==> src/rtl/core/ecufs_pkg.sv <==
package ecufs_pkg;

	localparam logic REQ_BYTE = 1'b0;
	localparam logic REQ_TICK = 1'b1;

	localparam logic [1:0] CFG_SYNC_BYTE    = 2'd0;
	localparam logic [1:0] CFG_IDLE_LIMIT   = 2'd1;
	localparam logic [1:0] CFG_SPEED_WINDOW = 2'd2;

	localparam logic [7:0] SYNC_BYTE_RST    = 8'h01;
	localparam logic [7:0] IDLE_LIMIT_RST   = 8'd5;
	localparam logic [7:0] SPEED_WINDOW_RST = 8'd125;

	typedef struct packed {
		logic       req_type;
		logic [7:0] rx_byte;
	} in_t;

	typedef struct packed {
		logic        frame_ok;
		logic [7:0]  rpm;
		logic [7:0]  engine_temp;
		logic [15:0] speed_total;
		logic        speed_latched;
		logic        timed_out;
	} out_t;

endpackage

==> src/rtl/core/ecufs_out_buf.sv <==
module ecufs_out_buf (
	input  logic             clk,
	input  logic             arst_n,
	input  logic             push,
	input  ecufs_pkg::out_t  push_data,
	output logic             full,
	output logic             out_valid,
	input  logic             out_stall,
	output ecufs_pkg::out_t  out_data
);

	logic            out_v_q;
	logic            skid_v_q;
	ecufs_pkg::out_t out_q;
	ecufs_pkg::out_t skid_q;

	always_ff @(posedge clk or negedge arst_n) begin
		if (!arst_n) begin
			out_v_q  <= 1'b0;
			skid_v_q <= 1'b0;
		end else if (!out_v_q || !out_stall) begin
			if (skid_v_q) begin
				out_v_q  <= 1'b1;
				skid_v_q <= 1'b0;
			end else begin
				out_v_q <= push;
			end
		end else if (push) begin
			skid_v_q <= 1'b1;
		end
	end

	always_ff @(posedge clk) begin
		if (!out_v_q || !out_stall) begin
			if (skid_v_q) begin
				out_q <= skid_q;
			end else if (push) begin
				out_q <= push_data;
			end
		end else if (push) begin
			skid_q <= push_data;
		end
	end

	assign full      = skid_v_q;
	assign out_valid = out_v_q;
	assign out_data  = out_q;

`ifndef ASSERT_OFF
	a_skid_behind_out: assert property (@(posedge clk) disable iff (!arst_n)
		skid_v_q |-> out_v_q)
		else $error("skid entry held without an output entry");
	a_no_push_when_full: assert property (@(posedge clk) disable iff (!arst_n)
		!(push && skid_v_q))
		else $error("request pushed into a full buffer");
`endif

endmodule

==> src/rtl/core/ecu_frame_sync_and_speed_sum_core.sv <==
// Frame sync and speed accumulator: each request is a received byte or a timer
// tick and yields exactly one result. The block takes one request per clock
// while in_stall is low; the frame window check, shift and counter
// updates are a single registered step, and a two-entry output buffer lets the
// input keep going while one result waits. in_stall rises only when both
// output entries are held. Configuration writes are always ready; indexes
// beyond speed_window are ignored.
module ecu_frame_sync_and_speed_sum_core #(
	parameter int FRAME_BYTES = 6
) (
	input  logic             clk,
	input  logic             arst_n,
	input  logic             in_valid,
	output logic             in_stall,
	input  ecufs_pkg::in_t   in_data,
	output logic             out_valid,
	input  logic             out_stall,
	output ecufs_pkg::out_t  out_data,
	input  logic             cfg_valid,
	output logic             cfg_ready,
	input  logic [1:0]       cfg_index,
	input  logic [7:0]       cfg_data
);

	localparam int CW = $clog2(FRAME_BYTES + 1);
	localparam logic [CW-1:0] FULL_CNT = CW'(FRAME_BYTES);

	logic [7:0]    sync_q, idle_lim_q, speed_win_q;
	logic [7:0]    win_q [FRAME_BYTES];
	logic [7:0]    win_n [FRAME_BYTES];
	logic [CW-1:0] fill_q, fill_n;
	logic          hunt_q, hunt_n;
	logic [7:0]    idle_q, idle_n, idle_inc;
	logic [7:0]    wticks_q, wticks_n;
	logic [8:0]    wnext;
	logic [15:0]   sum_q, sum_n, hold_q, hold_n;
	logic [7:0]    rpm_q, rpm_n, temp_q, temp_n;
	logic [7:0]    chk;
	logic          accept;
	logic          buf_full;
	ecufs_pkg::out_t res;

	assign accept    = in_valid && !in_stall;
	assign in_stall  = buf_full;
	assign cfg_ready = 1'b1;

	always_comb begin
		for (int i = 0; i < FRAME_BYTES; i++) begin
			win_n[i] = win_q[i];
		end
		fill_n   = fill_q;
		hunt_n   = hunt_q;
		idle_n   = idle_q;
		wticks_n = wticks_q;
		sum_n    = sum_q;
		hold_n   = hold_q;
		rpm_n    = rpm_q;
		temp_n   = temp_q;
		chk      = 8'd0;
		idle_inc = 8'd0;
		wnext    = 9'd0;
		res      = '0;
		if (in_data.req_type == ecufs_pkg::REQ_BYTE) begin
			idle_n = 8'd0;
			if (hunt_q) begin
				if (in_data.rx_byte == sync_q) begin
					win_n[0] = in_data.rx_byte;
					fill_n   = CW'(1);
					hunt_n   = 1'b0;
				end
			end else begin
				if (fill_q < FULL_CNT) begin
					for (int i = 0; i < FRAME_BYTES; i++) begin
						if (fill_q == CW'(i)) begin
							win_n[i] = in_data.rx_byte;
						end
					end
					fill_n = fill_q + CW'(1);
				end else begin
					for (int i = 0; i < FRAME_BYTES - 1; i++) begin
						win_n[i] = win_q[i+1];
					end
					win_n[FRAME_BYTES-1] = in_data.rx_byte;
				end
				for (int i = 1; i < FRAME_BYTES - 1; i++) begin
					chk = chk + win_n[i];
				end
				if (fill_n == FULL_CNT && win_n[0] == sync_q
						&& win_n[FRAME_BYTES-1] == chk) begin
					rpm_n        = win_n[1];
					temp_n       = win_n[4];
					sum_n        = sum_q + {8'd0, win_n[2]};
					hunt_n       = 1'b1;
					fill_n       = '0;
					res.frame_ok = 1'b1;
				end
			end
		end else begin
			idle_inc = (idle_q == 8'hff) ? idle_q : idle_q + 8'd1;
			idle_n   = idle_inc;
			if (idle_inc >= idle_lim_q) begin
				idle_n = 8'd0;
				if (!hunt_q) begin
					hunt_n        = 1'b1;
					fill_n        = '0;
					res.timed_out = 1'b1;
				end
			end
			wnext = {1'b0, wticks_q} + 9'd1;
			if (wnext > {1'b0, speed_win_q}) begin
				hold_n            = sum_q;
				sum_n             = 16'd0;
				wticks_n          = 8'd0;
				res.speed_latched = 1'b1;
			end else begin
				wticks_n = wnext[7:0];
			end
		end
		res.rpm         = rpm_n;
		res.engine_temp = temp_n;
		res.speed_total = hold_n;
	end

	always_ff @(posedge clk or negedge arst_n) begin
		if (!arst_n) begin
			sync_q      <= ecufs_pkg::SYNC_BYTE_RST;
			idle_lim_q  <= ecufs_pkg::IDLE_LIMIT_RST;
			speed_win_q <= ecufs_pkg::SPEED_WINDOW_RST;
		end else if (cfg_valid && cfg_ready) begin
			unique case (cfg_index)
				ecufs_pkg::CFG_SYNC_BYTE:    sync_q      <= cfg_data;
				ecufs_pkg::CFG_IDLE_LIMIT:   idle_lim_q  <= cfg_data;
				ecufs_pkg::CFG_SPEED_WINDOW: speed_win_q <= cfg_data;
				default: ;
			endcase
		end
	end

	always_ff @(posedge clk or negedge arst_n) begin
		if (!arst_n) begin
			for (int i = 0; i < FRAME_BYTES; i++) begin
				win_q[i] <= 8'd0;
			end
			fill_q   <= '0;
			hunt_q   <= 1'b1;
			idle_q   <= 8'd0;
			wticks_q <= 8'd0;
			sum_q    <= 16'd0;
			hold_q   <= 16'd0;
			rpm_q    <= 8'd0;
			temp_q   <= 8'd0;
		end else if (accept) begin
			for (int i = 0; i < FRAME_BYTES; i++) begin
				win_q[i] <= win_n[i];
			end
			fill_q   <= fill_n;
			hunt_q   <= hunt_n;
			idle_q   <= idle_n;
			wticks_q <= wticks_n;
			sum_q    <= sum_n;
			hold_q   <= hold_n;
			rpm_q    <= rpm_n;
			temp_q   <= temp_n;
		end
	end

	ecufs_out_buf u_out_buf (
		.clk       (clk),
		.arst_n    (arst_n),
		.push      (accept),
		.push_data (res),
		.full      (buf_full),
		.out_valid (out_valid),
		.out_stall (out_stall),
		.out_data  (out_data)
	);

`ifndef ASSERT_OFF
	a_hunt_empty: assert property (@(posedge clk) disable iff (!arst_n)
		hunt_q |-> (fill_q == '0))
		else $error("hunting with a partly filled window");
	a_fill_bound: assert property (@(posedge clk) disable iff (!arst_n)
		fill_q <= FULL_CNT)
		else $error("fill count beyond frame length");
	a_kind_excl: assert property (@(posedge clk) disable iff (!arst_n)
		accept && res.frame_ok |-> !res.speed_latched && !res.timed_out)
		else $error("byte and tick results mixed");
	a_frame_rearms: assert property (@(posedge clk) disable iff (!arst_n)
		accept && res.frame_ok |=> hunt_q)
		else $error("committed frame did not return to hunting");
`endif

endmodule
==> config.mk <==
export PLATFORM = sky130hd
export DESIGN_NAME = ecu_frame_sync_and_speed_sum_core
export DESIGN_NICKNAME = d
export VERILOG_FILES = /design/src/rtl/core/ecufs_pkg.sv /design/src/rtl/core/ecufs_out_buf.sv /design/src/rtl/core/ecu_frame_sync_and_speed_sum_core.sv
export SDC_FILE = /design/constraint.sdc
export NUM_CORES = 1
export LEC_CHECK = 0
export BUFFER_PORTS_ARGS = -buffer_cell sky130_fd_sc_hd__buf_2
export CAP_MARGIN = 40
export CORE_MARGIN = 5
export CORE_UTILIZATION = 29
export DETAILED_ROUTE_END_ITERATION = 10
export HOLD_SLACK_MARGIN = 0.03
export PLACE_DENSITY = 0.49
export SLEW_MARGIN = 0
export SYNTH_ARGS = -nofsm -noshare
export SYNTH_HDL_FRONTEND = slang
export SYNTH_SLANG_ARGS = --single-unit
==> constraint.sdc <==
create_clock -name clk -period 15.35 [get_ports clk]
set_clock_uncertainty 0.05 [all_clocks]
set_input_delay 0 -clock clk [delete_from_list [all_inputs] [get_ports clk]]
set_output_delay 0 -clock clk [all_outputs]
set_load 0.1 [all_outputs]
# Word level (Yosys, flattened, before mapping)

Cells that the tools add are included.

Register bits: 212
Bits in latches: 0
Memory bits (writable): 0
Memory bits (read-only): 0
Input bits: 24
Output and inout port bits: 38
Logic and storage cells: 136
Memories: 0

$add $sub $neg: 7
$mul: 0
Divide/modulo/power cells: 0
Magnitude comparators: 3
Equality and inequality tests: 17
Shifts and indexed selects: 0
Multiplexer cells: 52
Bitwise logic cells: 3
Reduce and logical (&&, ||, !) cells: 23

Operators by type and width:

| operator              | number |
|---|---|
| $mux W48              | 3 |
| $mux W8               | 18 |
| $mux W16              | 6 |
| $mux W35              | 2 |
| $mux W3               | 9 |
| $add A8 B8 Y8         | 3 |
| $eq A8 B8 Y1          | 3 |
| $add A16 B8 Y16       | 1 |
| $reduce_and A2 Y1     | 7 |
| $mux W1               | 13 |
| $add A8 B1 Y9 const B | 1 |
| $eq A3 B3 Y1 const B  | 3 |
| $gt A9 B8 Y1          | 1 |
| $add A8 B1 Y8 const B | 1 |
| $eq A8 B8 Y1 const B  | 1 |
| $ge A8 B8 Y1          | 1 |
| $reduce_and A4 Y1     | 2 |
| $eq A3 B2 Y1 const B  | 2 |
| $ne A2 B1 Y1 const B  | 3 |
| $reduce_and A3 Y1     | 2 |
| $reduce_bool A2 Y1    | 3 |
| $ne A2 B2 Y1 const B  | 2 |
| $add A3 B1 Y3 const B | 1 |
| $eq A3 B1 Y1 const B  | 1 |
| other kinds (10)      | 16 |

# Longest topological paths before layout

Gate-level depths: netlist of the first run.

Depth after elaboration: 15
Gate-level depth with buffers: 25
Mapped depth without buffers: 20

# Hierarchy

A second synthesis of the first run with hierarchy kept.

Cells, all modules: 1080
Area total of the unflattened synthesis: 11800.1 µm²

Modules (own cells, without submodules):

| module                            | times used | cells each | area an instance (µm²) | sequential area each (µm²) |
|---|---|---|---|---|
| ecu_frame_sync_and_speed_sum_core | 1          | 965        | 9117.5                 | 3515.9 |
| ecufs_out_buf                     | 1          | 115        | 2682.6                 | 2152.1 |

# Worst setup path before layout of the first run

OpenSTA, ideal clock, no wires.

Kind: register to register
Start point: reg fill_q[1]
End point: reg u_out_buf.out_q (netlist bit u_out_buf.out_data[33]), data pin
Setup time: 0.260 ns
Arrival: 5.458 ns
Data required time: 15.040 ns
Slack: 9.582 ns
Stages on the path, launching flop included: 25
Buffers on the path: 4
Period minus slack after synthesis: 5.768 ns
Cell sequence: dfrtp_1 > buf_6 > buf_6 > clkinv_1 > ha_1 > buf_4 > nand2_1 > o22ai_1 > nand2_1 > o221ai_1 > fa_1 > fa_1 > inv_1 > ha_1 > inv_1 > fa_1 > nand2b_1 > a21oi_1 > nor2_1 > a2111o_1 > and4b_1 > and4_4 > buf_12 > mux2_2 > mux2_2

RTL lines:

| what                   | RTL line                                 | RTL |
|---|---|---|
| from (decl)            | ecu_frame_sync_and_speed_sum_core.sv:31  | `logic [CW-1:0] fill_q, fill_n;` |
| from (signal assigned) | ecu_frame_sync_and_speed_sum_core.sv:156 | `fill_q <= fill_n;` |
| to (signal assigned)   | ecufs_out_buf.sv:36                      | `out_q <= skid_q;` |
| to (signal assigned)   | ecufs_out_buf.sv:38                      | `out_q <= push_data;` |
| to (decl)              | ecufs_out_buf.sv:14                      | `ecufs_pkg::out_t out_q;` |

# Worst setup path in the final report of the first run

Start point: reg fill_q[1]
End point: reg sum_q[5]

Word-level cells in the longest chain between the ends: 12
Elaborated cells on any way between the ends: 34
Those cells by class: add/sub (5); order compare (1); eq/ne (8); mux (15); reduce/logical (5)

RTL lines:

| what                                                   | RTL line                                 | RTL |
|---|---|---|
| branches (longest 12 deep; another with $add A8 B8 Y8) | --                                       |  |
| to (signal assigned)                                   | ecu_frame_sync_and_speed_sum_core.sv:160 | `sum_q <= sum_n;` |
| to (decl)                                              | ecu_frame_sync_and_speed_sum_core.sv:36  | `logic [15:0] sum_q, sum_n, hold_q, hold_n;` |

Parallel ways; which one is timed is not known. The select of a mux whose other input is x is not followed.
A chain may end at the register's enable or synchronous reset.

==> results.json, run 1 <==
{
  "status": "completed",
  "fillers": 4150,
  "clkTransAtPathRegs_ns": 0.06,
  "synth-seq-area-share_pct": 47.6,
  "timing.critical_path.depth": 20,
  "dp_worst_setup_slack_ns": 8.68,
  "synthesis.area_per_instance_um2": 10.9,
  "final-instance-count-excl-fill": 1715,
  "power-per-cell-area_mw_per_mm2": 240,
  "crit_fanout": 17,
  "placedInstanceArea_mm2": 0.0128,
  "final_core_utilization_pct": 34.3,
  "grt_start_max_net_pins": 78,
  "via_count_of_the_first_global_routing_pass": 8649,
  "critical_path.top_delay_family": "adder cells",
  "maxSlewViolCount": 0,
  "regToRegStartpoint": "fill_q[1]$_DFFE_PN0P_",
  "grt_first_pass_wirelength_mm": 49.9,
  "cp_data_arrival_time_ns": 7.14,
  "layout-drive-gt1-share_pct": 19.5,
  "die_h_um": 213,
  "number_of_antenna_violations_at_the_first_check_in_global_routing": 1,
  "worst_ep_required_time_ns": 15.76,
  "rsz_0062_raised_after_global_routing": "false",
  "numPortBuffers": 60,
  "post-synth-top-area-cell": "dfrtp_1",
  "max_freq_mhz": 149,
  "post_cts_resized": 0,
  "p_comb_share_pct": 57.2,
  "power.clock.fraction_pct": 19.4,
  "initial_core_utilization_pct": 29.2,
  "clk_path_buf_depth": 3,
  "hpwlAfterDp_mm": 22.0,
  "pwr-share-seq_pct": 23.3,
  "finalSetupTns_ns": 0,
  "clkSinkCount": 212,
  "detail_route.wl_per_cell_um": 18.0,
  "postSynth.topFlopCell": "dfrtp_1",
  "grt_util_all_layers_pct": 13.8,
  "avgViaCountPerCell": 4.95,
  "setup_cp_type": "reg -> reg",
  "numCtsBuffers": 26,
  "area_of_the_core_mm2": 0.0407,
  "synth_area_mm2": 0.0119,
  "worst-r2r-setup-slack_ns": 8.62,
  "finalSetupViolations": 0,
  "post_cts_buffers": 0,
  "max-vdd-ir-drop_mv": 0.293,
  "route.antenna.remaining_nets": 0,
  "placement_rows": 74,
  "final_hold_viol_count": 0,
  "max_stage_delay_ns": 0.77,
  "clk-insertion-delay-late_ns": 0.55,
  "final_cell_mix": "132 x dfrtp_1, 117 x nand2_1, 100 x mux2i_1",
  "area_of_the_die_mm2": 0.0452,
  "routabilityCongestion": 0.863,
  "mostFrequentLayoutCell": "dfrtp_1",
  "max_slew.worst_pin.slew_ns": 0.863,
  "synthCells": 1090,
  "grt.overflow.total": 0,
  "rr_endpoint": "sum_q[5]$_DFFE_PN0P_",
  "remaining_drc_errors": 0,
  "io_pins": 62,
  "final_nets": 1239,
  "p_sw_mw": 1.48,
  "dieWidth_um": 213,
  "yosys.area.top_type_share_pct": 27.7,
  "crit_chain": "clkinv_1 > ha_1 > nand2_1 > o22ai_1 > nand2_1 > o221ai_1 > fa_1 > fa_1 > inv_1 > ha_1 > inv_1 > fa_1 > nand2b_1 > a21oi_1 > nor2_1 > a2111o_1 > and4b_1 > nand3_1 > nor2_2 > mux2i_1",
  "start_kind": "flop",
  "tritoncts_clock_tree": "yes",
  "slowest_cell_on_crit_path": "ha_1",
  "htree_levels": 1,
  "detailedRoute.firstPassIterationCount": 5,
  "post_synth_main_area_contributors": "dfrtp_1 28%, edfxtp_1 18%, mux2i_1 8.4%, mux2_2 7.9%, o21ai_0 4.1%",
  "endpoint_kind": "flop",
  "mappedNetlistNets": 1167,
  "detailedRoute.firstIterationViolations": 487,
  "total_power_mw": 3.34,
  "synth_edf_count": 70,
  "cellInternalPower_mw": 1.86,
  "asyncSetResetFlopFracSynth_pct": 67.0,
  "routed-via-count": 8493,
  "wirelength_mm": 30.9,
  "ys_warn_count": 0,
  "buf_inv_on_cp": 3,
  "p_sw_share_pct": 44.4,
  "postSynthRegisterBits": 212,
  "rr_worst_depth": 20,
  "areaGrowthSynthToFinish_pct": 17.2,
  "crit_top_cell": "fa_1",
  "final_ws_setup_ns": 8.62,
  "clockRootBuffer": "clkbuf_16",
  "timing.max_cap.violations": 0,
  "slew_headroom_pct": 42.5,
  "post_place_cells": 1641,
  "timing.final.crit_share_pct": 43.8,
  "yosys.cell_types.count": 70,
  "hold_ws_ns": 0.0260,
  "worst_hold_path_type": "in -> async",
  "power.leakage_nw": 6.06,
  "timing.final.crit_period_ns": 6.73,
  "stdcell_area_mm2": 0.0140
}
==> flip-flops by register name (all words and copies together), names as in the netlist <==
signal,cells
u_out_buf.skid_q,35
hunt_q,1
idle_q,8
temp_q,8
idle_lim_q,8
hold_q,16
rpm_q,8
sync_q,8
fill_q,3
u_out_buf.out_data,35
speed_win_q,8
win_q,48
sum_q,16
u_out_buf.full,1
wticks_q,8
u_out_buf.out_valid,1
==> area by class of cell <==
| class | count | area, um2 | area share, % |
|---|---|---|---|
| Timing Repair Buffer | 108 | 779 | 5.58 |
| Sequential cell | 212 | 5670 | 40.6 |
| Antenna cell | 1 | 2.50 | 0.0179 |
| Tap cell | 532 | 666 | 4.77 |
| Clock buffer | 39 | 782 | 5.60 |
| Multi-Input combinational cell | 760 | 5730 | 41.1 |
| Clock inverter | 9 | 126 | 0.905 |
| Inverter | 54 | 203 | 1.45 |
==> power groups by stage <==
stage | Clock, mW | Sequential [mW] | Combinational [mW]
6_report | 0.650 | 0.779 | 1.91
5_1_grt | 0.697 | 0.790 | 2.11
4_1_cts | 0.673 | 0.777 | 1.90
3_5_place_dp | 0 | 0.787 | 1.88
3_3_place_gp | 0 | 0.793 | 1.84
2_1_floorplan | 0 | 0.779 | 1.37
==> worst max path at each step <==
stage / end / slack (ns) / startpoint
final: sum_q[5]$_DFFE_PN0P_ / 8.62 / fill_q[1]$_DFFE_PN0P_
after global routing: sum_q[7]$_DFFE_PN0P_ / 8.12 / fill_q[1]$_DFFE_PN0P_
after CTS: sum_q[7]$_DFFE_PN0P_ / 8.64 / fill_q[1]$_DFFE_PN0P_
after detailed placement: sum_q[2]$_DFFE_PN0P_ / 8.68 / fill_q[1]$_DFFE_PN0P_
after global placement: sum_q[5]$_DFFE_PN0P_ / 8.50 / fill_q[2]$_DFFE_PN0P_
after floorplan: u_out_buf.out_data[33]$_DFFE_PP_ / 9.58 / fill_q[1]$_DFFE_PN0P_
==> cells by family (layout without fill, tap and decap cells) <==
kind of cell             count (synthesis)  in the layout  share of synthesized area [%]
adder cells (fa/ha/maj)                 53             53                           6.51
other                                    1              2                         0.0315
multiplexers                           186            186                           16.7
buffers and inverters                  118            210                           4.58
XOR/XNOR                                42             42                           3.20
AND/OR/NAND/NOR                        256            256                           9.95
flip-flops                             212            212                           47.6
AO/OA/AOI/OAI                          222            222                           11.5
==> repair_timing <==
action                                  4_1_cts  5_1_grt
endpoints found under the setup margin        0        0
endpoints found under the hold margin       141        0
hold buffers                                 25        0
==> synthesized netlist by cell type, drive strengths merged, types with 8 or more instances <==
cell,n
o22ai,11
nand2b,9
nand2,118
a21oi,31
a21o,17
dfrtp,132
nor3,13
dfstp,10
edfxtp,70
fa,15
a31oi,16
and3,8
mux2,85
xnor2,17
o21ai,99
nor2,45
buf,21
nand3,33
mux2i,101
inv,52
xor2,24
o221ai,10
ha,38
clkbuf,43
==> metal layers <==
layer / up-vias / GRT usage (%) / share of wire (%)
met5: - / 0 / 0
met3: 68 / 2.10 / 4.4
met1: 4174 / 19.3 / 47
li1: 4060 / - / -
met2: 191 / 21.8 / 45
met4: 0 / 5.12 / 3.3
==> worst register-to-register path, cell delays in order (launching register included) <==
cell and delay, ns:
dfrtp_1 0.38, clkinv_1 0.18, ha_1 0.77, nand2_1 0.38
o22ai_1 0.21, nand2_1 0.07, o221ai_1 0.17, fa_1 0.52
fa_1 0.45, inv_1 0.06, ha_1 0.16, inv_1 0.05
fa_1 0.41, nand2b_1 0.18, a21oi_1 0.39, nor2_1 0.07
a2111o_1 0.42, and4b_1 0.28, nand3_1 0.49, nor2_2 0.68
mux2i_1 0.25
Note: power is estimated with default switching activity, not from simulation.
==> inputs of run 2 (changes only) <==
- clock period: 15.35 -> 6.3 ns (I/O delays scaled with it)
==> results.json, run 2 (same netlist as run 1, synthesis figures left out) <==
{
  "grt_first_pass_wirelength_mm": 50.3,
  "timing.final.crit_share_pct": 92.3,
  "max_slew.worst_pin.slew_ns": 0.768,
  "total_power_mw": 7.87,
  "final_nets": 1246,
  "dieWidth_um": 213,
  "worst_ep_required_time_ns": 6.72,
  "start_kind": "flop",
  "grt_util_all_layers_pct": 13.9,
  "wirelength_mm": 31.3,
  "die_h_um": 213,
  "clk_path_buf_depth": 3,
  "largest_reg_flops": 48,
  "hpwlAfterDp_mm": 22.0,
  "endpoint_kind": "flop",
  "routabilityCongestion": 0.861,
  "cp_data_arrival_time_ns": 6.23,
  "dp_worst_setup_slack_ns": 0.178,
  "status": "completed",
  "avgViaCountPerCell": 4.91,
  "max-vdd-ir-drop_mv": 0.594,
  "layout-drive-gt1-share_pct": 20.1,
  "areaGrowthSynthToFinish_pct": 17.2,
  "area_of_the_die_mm2": 0.0452,
  "setup_cp_type": "reg -> reg",
  "remaining_drc_errors": 0,
  "finalSetupViolations": 0,
  "detailedRoute.firstPassIterationCount": 5,
  "number_of_antenna_violations_at_the_first_check_in_global_routing": 1,
  "routed-via-count": 8452,
  "detailedRoute.firstIterationViolations": 473,
  "mostFrequentLayoutCell": "dfrtp_1",
  "route.antenna.remaining_nets": 0,
  "power.leakage_nw": 6.09,
  "maxSlewViolCount": 0,
  "regArea_mm2": 0.00567,
  "clkSinkCount": 212,
  "grt.overflow.total": 0,
  "placedInstanceArea_mm2": 0.0128,
  "grt_start_max_net_pins": 78,
  "crit_fanout": 12,
  "tritoncts_clock_tree": "yes",
  "worst-r2r-setup-slack_ns": 0.48,
  "clk-insertion-delay-late_ns": 0.54,
  "rsz_0062_raised_after_global_routing": "false",
  "timing.final.crit_period_ns": 5.82,
  "htree_levels": 1,
  "final_ws_setup_ns": 0.482,
  "power-per-cell-area_mw_per_mm2": 563,
  "detail_route.wl_per_cell_um": 18.2,
  "clkTransAtPathRegs_ns": 0.07,
  "max_freq_mhz": 172,
  "final_cell_mix": "132 x dfrtp_1, 117 x nand2_1, 100 x mux2i_1",
  "via_count_of_the_first_global_routing_pass": 8676,
  "clockRootBuffer": "clkbuf_16",
  "area_of_the_core_mm2": 0.0407,
  "stdcell_area_mm2": 0.0140,
  "placement_rows": 74,
  "io_pins": 62,
  "registers.top_by_ff_count": "win_q",
  "hold_ws_ns": 0.0392,
  "fillers": 4104,
  "numPortBuffers": 60,
  "finalSetupTns_ns": 0,
  "slew_headroom_pct": 48.8,
  "timing.max_cap.violations": 0,
  "worst_hold_path_type": "in -> async",
  "final_hold_viol_count": 0,
  "initial_core_utilization_pct": 29.2,
  "multi_input_comb_area_mm2": 0.00574,
  "numCtsBuffers": 26
}
## run 2: cell types whose count changed in the layout (fill, tap and decap cells not counted), moves of 2 or more
cell | previous run | this run
buf_4 | 16 | 26
inv_6 | 0 | 2
clkbuf_8 | 4 | 2
buf_8 | 3 | 0
## run 2: report_power, final
group	switching [mW]	internal, mW
clock	0.612	0.899
sequential	0.250	1.65
combinational	2.56	1.90
total	3.42	4.45
## run 2: worst max-delay path: stages (launching register included)
cell and delay [ns]:
dfrtp_1 0.63, inv_2 0.22, ha_1 0.38, mux2i_1 0.16, nand2_1 0.07, o21ai_0 0.16
fa_1 0.60, fa_1 0.43, inv_1 0.07, ha_1 0.16, inv_1 0.06, fa_1 0.39
nand2b_1 0.17, a21oi_2 0.25, nor2_1 0.06, a2111o_1 0.40, and4b_1 0.27, nand3_1 0.32
buf_4 0.30, nor4b_1 0.35, mux2i_1 0.22
## run 2: through the flow
| step | instances | util, % |
|---|---|---|
| 3_5_place_dp | 1647 | 31.5 |
| 2_1_floorplan | 1090 | - |
| 4_1_cts | 1719 | 34.2 |
| 6_report | 1722 | 34.3 |
| 3_3_place_gp | 1643 | 31.3 |
| 5_1_grt | 1721 | 34.3 |
## run 2: path summary, 6_finish.rpt
kind,from,cells after the start,end
setup / recovery,fill_q[2]$_DFFE_PN0P_,20,sum_q[11]$_DFFE_PN0P_
hold reg to reg,hold_q[5]$_DFFE_PN0P_,1,hold_q[5]$_DFFE_PN0P_
setup reg to reg,fill_q[2]$_DFFE_PN0P_,20,sum_q[11]$_DFFE_PN0P_
max in group asynchronous,arst_n,4,hunt_q$_DFFE_PN1P_
hold / removal,arst_n,2,win_q[3]$_DFFE_PN0P_
min in group clk,cfg_valid,3,speed_win_q[1]$_DFFE_PN0P_
## run 2: final cells by class
cell class	count	area share (%)
Tap cell	532	4.77
Antenna cell	1	0.0179
Timing Repair Buffer	115	5.92
Inverter	54	1.45
Clock inverter	11	0.887
Multi-Input combinational cell	760	41.1
Sequential cell	212	40.6
Clock buffer	37	5.25
## run 2: per-layer routing
metal  vias up  share of wire (%)  global-route usage (%)
met5         -                  0                       0
met4         0                2.1                    3.55
met3        40                4.3                    1.98
met2       170                 46                    22.6
met1      4151                 47                    19.8
li1       4091                  -                       -
## run 2: timing repair
action	CTS	global route
endpoints found under the setup margin	0	36
gates resized for setup	0	2
endpoints found under the hold margin	128	0
buffers inserted	0	2
hold buffers	24	0
